File: config.mk
export PLATFORM = sky130hd
export DESIGN_NAME = amdfs_ctrl
export DESIGN_NICKNAME = d
export VERILOG_FILES = /design/src/rtl/adjacency_matrix_dfs_components_unit_macros.svh /design/src/rtl/amdfs_pkg.sv /design/src/rtl/amdfs_ctrl.sv
export SDC_FILE = /design/constraint.sdc
export NUM_CORES = 1
export LEC_CHECK = 0
export BUFFER_PORTS_ARGS = -buffer_cell sky130_fd_sc_hd__buf_2
export CORE_AREA = 5 5 42 44
export DETAILED_ROUTE_END_ITERATION = 7
export DIE_AREA = 0 0 47 49
export HOLD_SLACK_MARGIN = 0.06
export PLACE_DENSITY = 0.71
export SLEW_MARGIN = 15
export SYNTH_ARGS = -nofsm -noshare
export SYNTH_HDL_FRONTEND = slang
export SYNTH_SLANG_ARGS = --single-unit
File: constraint.sdc
create_clock -name clock -period 2.8 [get_ports clock]
set_input_delay 0.42 -clock clock [delete_from_list [all_inputs] [get_ports clock]]
set_output_delay 0.42 -clock clock [all_outputs]
set_load 0.1 [all_outputs]
File: src/rtl/adjacency_matrix_dfs_components_unit_macros.svh
// Assertion helpers for the adjacency matrix walk unit
`ifndef ADJACENCY_MATRIX_DFS_COMPONENTS_UNIT_MACROS_SVH
`define ADJACENCY_MATRIX_DFS_COMPONENTS_UNIT_MACROS_SVH

// same-cycle implication
`define AMDFS_ASSERT_SAME(lbl, clk, rst, ante, cons, msg) \
   lbl: assert property (@(posedge clk) disable iff (rst) (ante) |-> (cons)) \
      else $error(msg);

// next-cycle implication
`define AMDFS_ASSERT_NEXT(lbl, clk, rst, ante, cons, msg) \
   lbl: assert property (@(posedge clk) disable iff (rst) (ante) |=> (cons)) \
      else $error(msg);

`endif

File: src/rtl/amdfs_pkg.sv
`default_nettype none

package amdfs_pkg;

   localparam int DEF_MAX_VERTICES = 32;
   localparam int DEF_STACK_DEPTH  = 1024;
   localparam int VERTEX_CAP       = 32;
   localparam int COUNT_W          = 6;
   localparam int VERTEX_W         = 5;
   localparam int COMP_W           = 5;
   localparam logic [COUNT_W-1:0] COUNT_RESET = 6'd5;

   typedef enum logic [1:0] {
      CMD_ADD_EDGE    = 2'd0,
      CMD_REMOVE_EDGE = 2'd1,
      CMD_WALK        = 2'd2,
      CMD_COMPONENTS  = 2'd3
   } cmd_type;

   typedef enum logic [1:0] {
      ST_OK            = 2'd0,
      ST_INVALID_EDGE  = 2'd1,
      ST_EDGE_MISSING  = 2'd2,
      ST_INVALID_INDEX = 2'd3
   } status_type;

   typedef struct packed {
      logic [1:0]         command;
      logic [COUNT_W-1:0] from_vertex;
      logic [COUNT_W-1:0] to_vertex;
   } req_type;

   typedef struct packed {
      logic [1:0]          status;
      logic [VERTEX_W-1:0] vertex;
      logic [COMP_W-1:0]   component;
      logic                last;
   } rsp_type;

   typedef enum logic [5:0] {
      S_IDLE   = 6'b000001,
      S_SEED   = 6'b000010,
      S_POP    = 6'b000100,
      S_CHECK  = 6'b001000,
      S_PUSH   = 6'b010000,
      S_FINISH = 6'b100000
   } state_type;

   // controller to datapath
   typedef struct packed {
      logic edge_go;
      logic walk_go;
      logic seed_skip;
      logic seed_push;
      logic pop;
      logic walk_end;
      logic visit;
      logic push;
      logic finish;
   } ctl_type;

   // datapath to controller
   typedef struct packed {
      logic req_walk;
      logic seed_done;
      logic seed_visited;
      logic stack_empty;
      logic cur_visited;
      logic pend_empty;
      logic comp_mode;
   } sts_type;

endpackage

`default_nettype wire

File: src/rtl/amdfs_ctrl.sv
`default_nettype none

module amdfs_ctrl (
   input  wire logic              clock,
   input  wire logic              reset,
   input  wire logic              start,
   output logic                   busy,
   input  wire amdfs_pkg::sts_type sts,
   output amdfs_pkg::ctl_type     ctl
);

   amdfs_pkg::state_type state_ff, state_in;

   always_ff @(posedge clock) begin
      if (reset) begin
         state_ff <= amdfs_pkg::S_IDLE;
      end else begin
         state_ff <= state_in;
      end
   end

   always_comb begin
      state_in = state_ff;
      ctl      = '0;
      case (state_ff)
         amdfs_pkg::S_IDLE: begin
            if (start) begin
               if (sts.req_walk) begin
                  ctl.walk_go = 1'b1;
                  state_in    = amdfs_pkg::S_SEED;
               end else begin
                  ctl.edge_go = 1'b1;
               end
            end
         end
         amdfs_pkg::S_SEED: begin
            if (sts.seed_done) begin
               state_in = amdfs_pkg::S_FINISH;
            end else if (sts.seed_visited) begin
               ctl.seed_skip = 1'b1;
            end else begin
               ctl.seed_push = 1'b1;
               state_in      = amdfs_pkg::S_POP;
            end
         end
         amdfs_pkg::S_POP: begin
            if (sts.stack_empty) begin
               ctl.walk_end = 1'b1;
               state_in     = sts.comp_mode ? amdfs_pkg::S_SEED : amdfs_pkg::S_FINISH;
            end else begin
               ctl.pop  = 1'b1;
               state_in = amdfs_pkg::S_CHECK;
            end
         end
         amdfs_pkg::S_CHECK: begin
            if (sts.cur_visited) begin
               state_in = amdfs_pkg::S_POP;
            end else begin
               ctl.visit = 1'b1;
               state_in  = amdfs_pkg::S_PUSH;
            end
         end
         amdfs_pkg::S_PUSH: begin
            if (sts.pend_empty) begin
               state_in = amdfs_pkg::S_POP;
            end else begin
               ctl.push = 1'b1;
            end
         end
         amdfs_pkg::S_FINISH: begin
            ctl.finish = 1'b1;
            state_in   = amdfs_pkg::S_IDLE;
         end
         default: begin
            state_in = amdfs_pkg::S_IDLE;
         end
      endcase
   end

   assign busy = (state_ff != amdfs_pkg::S_IDLE);

endmodule

`default_nettype wire

==> results of run 1 <==
## worst max-delay path by stage
stage / startpoint / end / cells after the start
6_report: state_ff[2] / ctl[1] / 3
5_1_grt: state_ff[3] / ctl[8] / 5
4_1_cts: state_ff[2] / ctl[1] / 3
3_5_place_dp: state_ff[2] / ctl[8] / 5
3_3_place_gp: state_ff[2] / ctl[1] / 3
2_1_floorplan: state_ff[2] / ctl[5] / 2
## cells in the final DEF (no fill, tap or decap), types with 2 or more instances in the layout
cell type   n
a21oi_1     2
clkbuf_4    3
inv_1       4
nor4_1      2
nor2_1      3
and2_1      2
or3_1       2
nand3b_1    2
nor2b_1     3
nand2b_1    3
o21ai_0     3
nor3_2      2
buf_2      19
dfxtp_1     6
nor3_1      3
## metal layers
layer / wire, um / global-route usage, % / vias up
met5: 0 / 0 / -
met4: 27 / 6.91 / 0
met3: 75 / 1.11 / 4
met2: 561 / 18.3 / 13
met1: 411 / 12.6 / 220
li1: - / - / 252
## layout make-up
cell class | count | area, um^2
Inverter | 4 | 15.0
Timing Repair Buffer | 19 | 95.1
Multi-Input combinational cell | 45 | 333
Sequential cell | 6 | 120
Fill cell | 157 | 796
Clock buffer | 3 | 22.5
Tap cell | 16 | 20.0
## cells by family after synthesis
kind of cell	after synthesis	share of synthesized area [%]
AO/OA/AOI/OAI	11	18.5
flip-flops	6	27.0
AND/OR/NAND/NOR	34	51.1
buffers and inverters	4	3.37
## critical path: cells and delay by family, from the launching register on
kind	cells	cell delay, ps
flip-flops	1	350
AND/OR/NAND/NOR	2	930
buffers and inverters	1	480
## through the flow
step	TNS [ps]	hold slack [ps]	instances	setup WS [ps]
floorplan	-235	489	55	-235
global placement	0	624	90	639
detailed placement	0	619	90	636
CTS	0	367	93	357
global route	0	375	93	191
finish	0	375	93	374
## where the power goes
group | internal, mW | total [mW] | switching (mW) | leakage [nW]
clock network | 0.0481 | 0.0744 | 0.0263 | 0.0138
logic | 0.0639 | 0.245 | 0.181 | 0.201
registers | 0.0968 | 0.113 | 0.0164 | 0.0487
==> flow_summary.yaml, run 1 <==
setup_path:
  cp_max_fo: 8
  cp.required_ps: 2380
  max_stage_delay_ps: 630
  worstReg2RegStart: "state_ff[3]"
  start_kind: "register"
  crit_chain: "or4_1, nor3_2, buf_2"
  r2r_slack_ps: 1110
  slowest_stage: "or4_1"
  critPathArrivalTime_ps: 2010
  ff2ff_path_depth: 4
  crit_type: "reg2out"
  endpoint_kind: "output pin"
  timing.rr.end: "state_ff[1]"
floorplan:
  dieArea_um2: 2300
  start_util_pct: 31.8
  io-pin-count: 20
  die_h_um: 49
  placementRows: 14
  die_w_um: 47
  fp.coreArea_um2: 1400
timing:
  fin_worst_skew_ps: 0.961
  fin_crit_sh_pct: 86.6
  fin_crit_ps: 2430
  hold_viol_final: 0
  fmax_mhz: 412
  rsz0062_at_grt: "false"
  setup_viol: 0
  max_slew_margin_pct: 67.4
  drv_slew: 0
  worstMarginPinSlew_ps: 493
clock_tree:
  tritoncts: "done"
  holdBufCountCts: 0
  clock_latency_ps: 240
  cts_resized: 0
  cts_setup_buffers: 0
  cts_buffers: 3
  clockRootBuffer: "clkbuf_4"
  cts_max_level: 1
  clkTransAtPathRegs_ps: 40
  cts_sinks: 6
  cts_buffer_depth: 2
layout:
  largest_reg_flops: 6
  largest_register: "state_ff"
  num_antenna_cells: 0
  drive_gt1_share_pct: 41.6
  area_delta_synth_final_pct: 36.0
  nNetsFinal: 89
  fin_area_um2: 606
  utilization_pct: 43.2
  reg_top3: "state_ff (6)"
logic_synthesis:
  synth_area_leaders: "dfxtp_1, nor3_1, nand2b_1"
  synthFlopType: "dfxtp_1"
  ys_seq_area_share_pct: 27.0
  synth_warnings: 0
  synth_most_common_cell: "dfxtp_1"
  synthCells: 55
  ys_async_sr_fraction_pct: 0
  syn-num-nets: 65
  synthDistinctLibCells: 30
  synth_top_area_share_pct: 27.0
  syn_area_per_cell_um2: 8.10
  netlist_area_um2: 445
  synth-edff-count: 0
  yosysTopAreaCell: "dfxtp_1"
  synth-seq-cells: 6
  synthTopCellsByCount: "dfxtp_1, inv_1, nor3_1"
drt:
  firstDrtPassIters: 4
  num_vias: 489
  drt_iter0_markers: 5
  viasPerCell: 5.26
  routedWlPerCell_um: 11.6
  drc_errors: 0
  ant_nets: 0
  routed_wl_mm: 1.08
placement:
  portBuffers: 19
  hpwl_um: 896
  place_congestion: 0.746
  dpl-instance-area_um2: 583
global_route:
  grt_pass1_vias: 457
  overflow: 0
  grt_max_degree: 10
  grtUsageTotal_pct: 11.0
  grt_pass1_wl_mm: 1.88
  antenna_found_initial: 0
hold_path:
  hp-class: "in2reg"
  min_path_cells: 2
  hp-start: "sts[3]"
  hold_end: "state_ff[3]"
power:
  finalPower_mw: 0.433
  p_leak_nw: 0.263
  power_density_nw_per_um2: 715
  peakVddDrop_mv: 0.275
job:
  max_cap_violations: 0
outcome:
  outcome: "complete, no violations"
Power figures use the tool's default switching activity.
==> run 2, diff against run 1 <==
- clock period: 2.8 -> 2.55 ns (I/O delays scaled with it)
==> run 2 against run 1 <==
Combinational power is 12% higher. Critical endpoint is now ctl[8]. Largest power group unchanged. Flip-flop and latch count unchanged. Routed wire length rose by 5.5%. Critical path type unchanged. Critical path depth grew 2. Clock-buffer cell count unchanged. Global-route usage shrank 0.36 points. First-iteration DRC count rose by 40%. Worst setup slack lost 210 ps. Clock skew hardly changed. Largest cell class unchanged.
==> flow_summary.yaml, run 2 (synthesized netlist as in run 1, its figures left out) <==
floorplan:
  placementRows: 14
  die_h_um: 49
  io-pin-count: 20
  dieArea_um2: 2300
  die_w_um: 47
  fp.coreArea_um2: 1400
  start_util_pct: 31.8
drt:
  routedWlPerCell_um: 12.2
  drc_errors: 0
  viasPerCell: 5.37
  drt_iter0_markers: 7
  num_vias: 499
  routed_wl_mm: 1.14
  firstDrtPassIters: 4
  ant_nets: 0
timing:
  setup_viol: 0
  fin_worst_skew_ps: 1.06
  fin_crit_ps: 2390
  fin_crit_sh_pct: 93.7
  drv_slew: 0
  rsz0062_at_grt: "false"
  setup_slack_ps: 162
  hold_viol_final: 0
  worstMarginPinSlew_ps: 490
  hold-worst-slack_ps: 333
  fmax_mhz: 419
  max_slew_margin_pct: 67.6
setup_path:
  endpoint_kind: "output pin"
  slowest_stage: "buf_2"
  critPathArrivalTime_ps: 2010
  crit_type: "reg2out"
  start_kind: "register"
  cp.required_ps: 2170
  cp_max_fo: 8
  crit_chain: "nor4_1, and2_1, inv_1, nor3b_4, buf_2"
  max_stage_delay_ps: 440
layout:
  area_delta_synth_final_pct: 37.4
  largest_register: "state_ff"
  mostFrequentLayoutCells: "buf_2, dfxtp_1, inv_1"
  reg_top3: "state_ff (6)"
  largest_reg_flops: 6
  drive_gt1_share_pct: 41.6
  final_common_cell: "buf_2"
  instances_no_fill: 93
  nNetsFinal: 89
  num_antenna_cells: 0
  fin_area_um2: 612
global_route:
  grt_pass1_vias: 470
  grt_pass1_wl_mm: 1.85
  overflow: 0
  grt_max_degree: 10
  antenna_found_initial: 0
  grtUsageTotal_pct: 10.6
placement:
  dp_cells: 90
  portBuffers: 19
  hpwl_um: 935
  dp_slack_ps: 428
  place_congestion: 0.798
  dpl-instance-area_um2: 589
job:
  max_cap_violations: 0
outcome:
  outcome: "complete, no violations"
clock_tree:
  holdBufCountCts: 0
  clkTransAtPathRegs_ps: 50
  cts_buffer_depth: 2
  tritoncts: "done"
  cts_resized: 0
  clockRootBuffer: "clkbuf_4"
  cts_max_level: 1
  cts_buffers: 3
  clock_latency_ps: 240
  cts_setup_buffers: 0
  cts_sinks: 6
power:
  peakVddDrop_mv: 0.388
  power_density_nw_per_um2: 794
  p_leak_nw: 0.270
hold_path:
  hp-class: "in2reg"
==> run 2: cell count changes in the layout (fill, tap and decap cells not counted) <==
cell,previous run,this run
nor3_2,2,1
nor3_4,1,2
==> run 2: area by class of cell <==
| cell class | instances | area (um^2) |
|---|---|---|
| tap | 16 | 20.0 |
| fill | 156 | 790 |
| timing repair buffer | 19 | 95.1 |
| inverter | 4 | 15.0 |
| multi-input combinational | 45 | 339 |
| clock buffer | 3 | 22.5 |
| sequential | 6 | 120 |
==> run 2: critical path: cells and delay by family, from the launching register on <==
| family | cells | cell delay (ps) |
|---|---|---|
| buf+inv | 2 | 540 |
| flops | 1 | 350 |
| simple gates | 3 | 870 |
==> run 2: per-layer routing <==
| layer | GRT usage, % | up-vias | wire, um |
|---|---|---|---|
| met5 | 0 | - | 0 |
| met4 | 4.15 | 0 | 0 |
| met3 | 2.95 | 0 | 80 |
| met2 | 16.1 | 19 | 556 |
| met1 | 13.9 | 226 | 498 |
| li1 | - | 254 | - |
==> run 2: path summary, 6_finish.rpt <==
path	startpoint	endpoint	slack, ps	cells after the start
hold / removal	sts[3]	state_ff[3]	330	2
setup reg to reg	state_ff[3]	state_ff[1]	850	4
hold reg to reg	state_ff[2]	state_ff[3]	640	2
setup / recovery	state_ff[2]	ctl[8]	160	5
==> run 2: power breakdown <==
group	internal, mW	switching, mW	total [mW]
Sequential	0.106	0.0197	0.126
Clock	0.0532	0.0334	0.0866
Combinational	0.0710	0.203	0.274
Total	0.230	0.256	0.486
==> run 2: metrics by stage <==
step / TNS (ps) / power, mW / utilization, %
after floorplan: -652 / 0.351 / -
after global placement: 0 / 0.396 / 42.1
after detailed placement: 0 / 0.402 / 42.1
after CTS: 0 / 0.492 / 43.7
after global routing: 0 / 0.514 / 43.7
final: 0 / 0.486 / 43.7
==> run 3, diff against run 2 <==
- ABC_AREA: unset -> 1
- PLACE_DENSITY: 0.71 -> 0.7
==> run 3 against run 2 <==
Highest routed layer is now met4. Hold slack improved by 21 ps. Die area unchanged. Sequential share of layout area increased by 1.4 points. Non-clock buffer count unchanged.
==> flow_summary.yaml, run 3 <==
placement:
  dp_slack_ps: 769
  dp_cells: 107
  portBuffers: 19
  place_congestion: 0.787
  hpwl_um: 903
  dpl-instance-area_um2: 549
floorplan:
  placementRows: 14
  fp.coreArea_um2: 1400
  die_w_um: 47
  die_h_um: 49
  io-pin-count: 20
  start_util_pct: 31.0
  dieArea_um2: 2300
logic_synthesis:
  synthDistinctLibCells: 14
  synthFlopType: "dfxtp_1"
  synth_area_leaders: "dfxtp_1, nor2_1, inv_1"
  synth_warnings: 0
  yosysTopAreaCell: "dfxtp_1"
  synth-edff-count: 0
  ys_async_sr_fraction_pct: 0
  synth_top_area_share_pct: 27.7
  synthTopCellsByCount: "nor2_1, inv_1, nand2_1"
  synth_most_common_cell: "nor2_1"
  synthCells: 72
  syn_area_per_cell_um2: 6.03
  syn-num-nets: 82
  ys_seq_area_share_pct: 27.7
  synth-seq-cells: 6
  netlist_area_um2: 434
job:
  max_cap_violations: 0
layout:
  utilization_pct: 40.8
  nNetsFinal: 106
  mostFrequentLayoutCells: "nor2_1, buf_2, inv_1, nand2_1, dfxtp_1"
  largest_reg_flops: 6
  instances_no_fill: 110
  num-fill-cells: 162
  reg_top3: "state_ff (6)"
  largest_register: "state_ff"
  final_common_cell: "nor2_1"
  fin_area_um2: 572
  drive_gt1_share_pct: 30.9
  num_antenna_cells: 0
  area_delta_synth_final_pct: 31.7
power:
  finalPower_mw: 0.411
  p_leak_nw: 0.336
  power_density_nw_per_um2: 718
  peakVddDrop_mv: 0.534
hold_path:
  hp-class: "in2reg"
clock_tree:
  holdBufCountCts: 0
  tritoncts: "done"
  cts_max_level: 1
  cts_buffers: 3
  cts_resized: 0
  cts_sinks: 6
  clkTransAtPathRegs_ps: 40
  cts_buffer_depth: 2
  cts_setup_buffers: 0
  clock_latency_ps: 240
  clockRootBuffer: "clkbuf_4"
setup_path:
  cp.required_ps: 2170
  r2r_slack_ps: 1360
  cp_max_fo: 8
  start_kind: "register"
  endpoint_kind: "output pin"
  critPathArrivalTime_ps: 1670
  crit_type: "reg2out"
outcome:
  outcome: "complete, no violations"
drt:
  ant_nets: 0
  drt_iter0_markers: 11
  viasPerCell: 4.65
  drc_errors: 0
  firstDrtPassIters: 4
  num_vias: 511
  routed_wl_mm: 1.12
  routedWlPerCell_um: 10.2
global_route:
  grt_max_degree: 9
  antenna_found_initial: 0
  grtUsageTotal_pct: 11.0
  grt_pass1_wl_mm: 1.88
  grt_pass1_vias: 480
  overflow: 0
timing:
  drv_slew: 0
  hold-worst-slack_ps: 354
  worstMarginPinSlew_ps: 488
  setup_viol: 0
  fin_worst_skew_ps: 2.41
  rsz0062_at_grt: "false"
  fin_tns_setup_ps: 0
  max_slew_margin_pct: 67.7
  setup_slack_ps: 493
  fin_crit_ps: 2060
  hold_viol_final: 0
  fin_crit_sh_pct: 80.7
  fmax_mhz: 486
-- run 3: changes by cell type in the layout (fill, tap and decap cells not counted), moves of 3 or more --
| cell | previous run | this run |
|---|---|---|
| inv_1 | 4 | 15 |
| nor2b_1 | 3 | 0 |
| nand3_1 | 1 | 5 |
| nand4_1 | 0 | 5 |
| o21ai_0 | 3 | 0 |
| nand2b_1 | 3 | 0 |
| nor2_2 | 0 | 3 |
| nand2_1 | 1 | 8 |
| nor2_1 | 3 | 20 |
-- run 3: report_power, final --
group / internal (mW) / total, mW / switching (mW)
Clock: 0.0532 / 0.0875 / 0.0343
Sequential: 0.104 / 0.113 / 0.00879
Combinational: 0.0473 / 0.210 / 0.163
Total: 0.204 / 0.411 / 0.206
-- run 3: cells by family after synthesis --
family,synth area share [%]
buffers and inverters,13.0
DFF,27.7
and+or+nand+nor,57.1
AOI/OAI and AO/OA,2.31
-- run 3: final timing paths --
| check | start | end | cells past startpoint |
|---|---|---|---|
| max | state_ff[5] | ctl[8] | 6 |
| max reg2reg | state_ff[5] | state_ff[2] | 6 |
| min reg2reg | state_ff[0] | state_ff[5] | 3 |
| min | sts[3] | state_ff[3] | 2 |
-- run 3: cell type report --
type / count / area [um^2] / area share [%]
clock buffer: 3 / 22.5 / 3.94
inverter: 15 / 56.3 / 9.85
multi-input combinational: 51 / 258 / 45.1
sequential: 6 / 120 / 21.0
tap: 16 / 20.0 / 3.50
timing repair buffer: 19 / 95.1 / 16.6
-- run 3: critical path, cell delays in order, from the launching register on --
cell and delay, ps:
dfxtp_1 340, nor2_4 210, nand2_1 90, nor2_2 160, nand2_1 100, nor2_1 100, buf_2 430
-- run 3: per-layer routing --
metal / part of all wire, % / routed length, um / track usage (%)
met5: 0 / 0 / 0
met4: 1.3 / 15 / 5.53
met3: 8.8 / 98 / 2.58
met2: 42 / 474 / 15.4
met1: 48 / 532 / 15.4
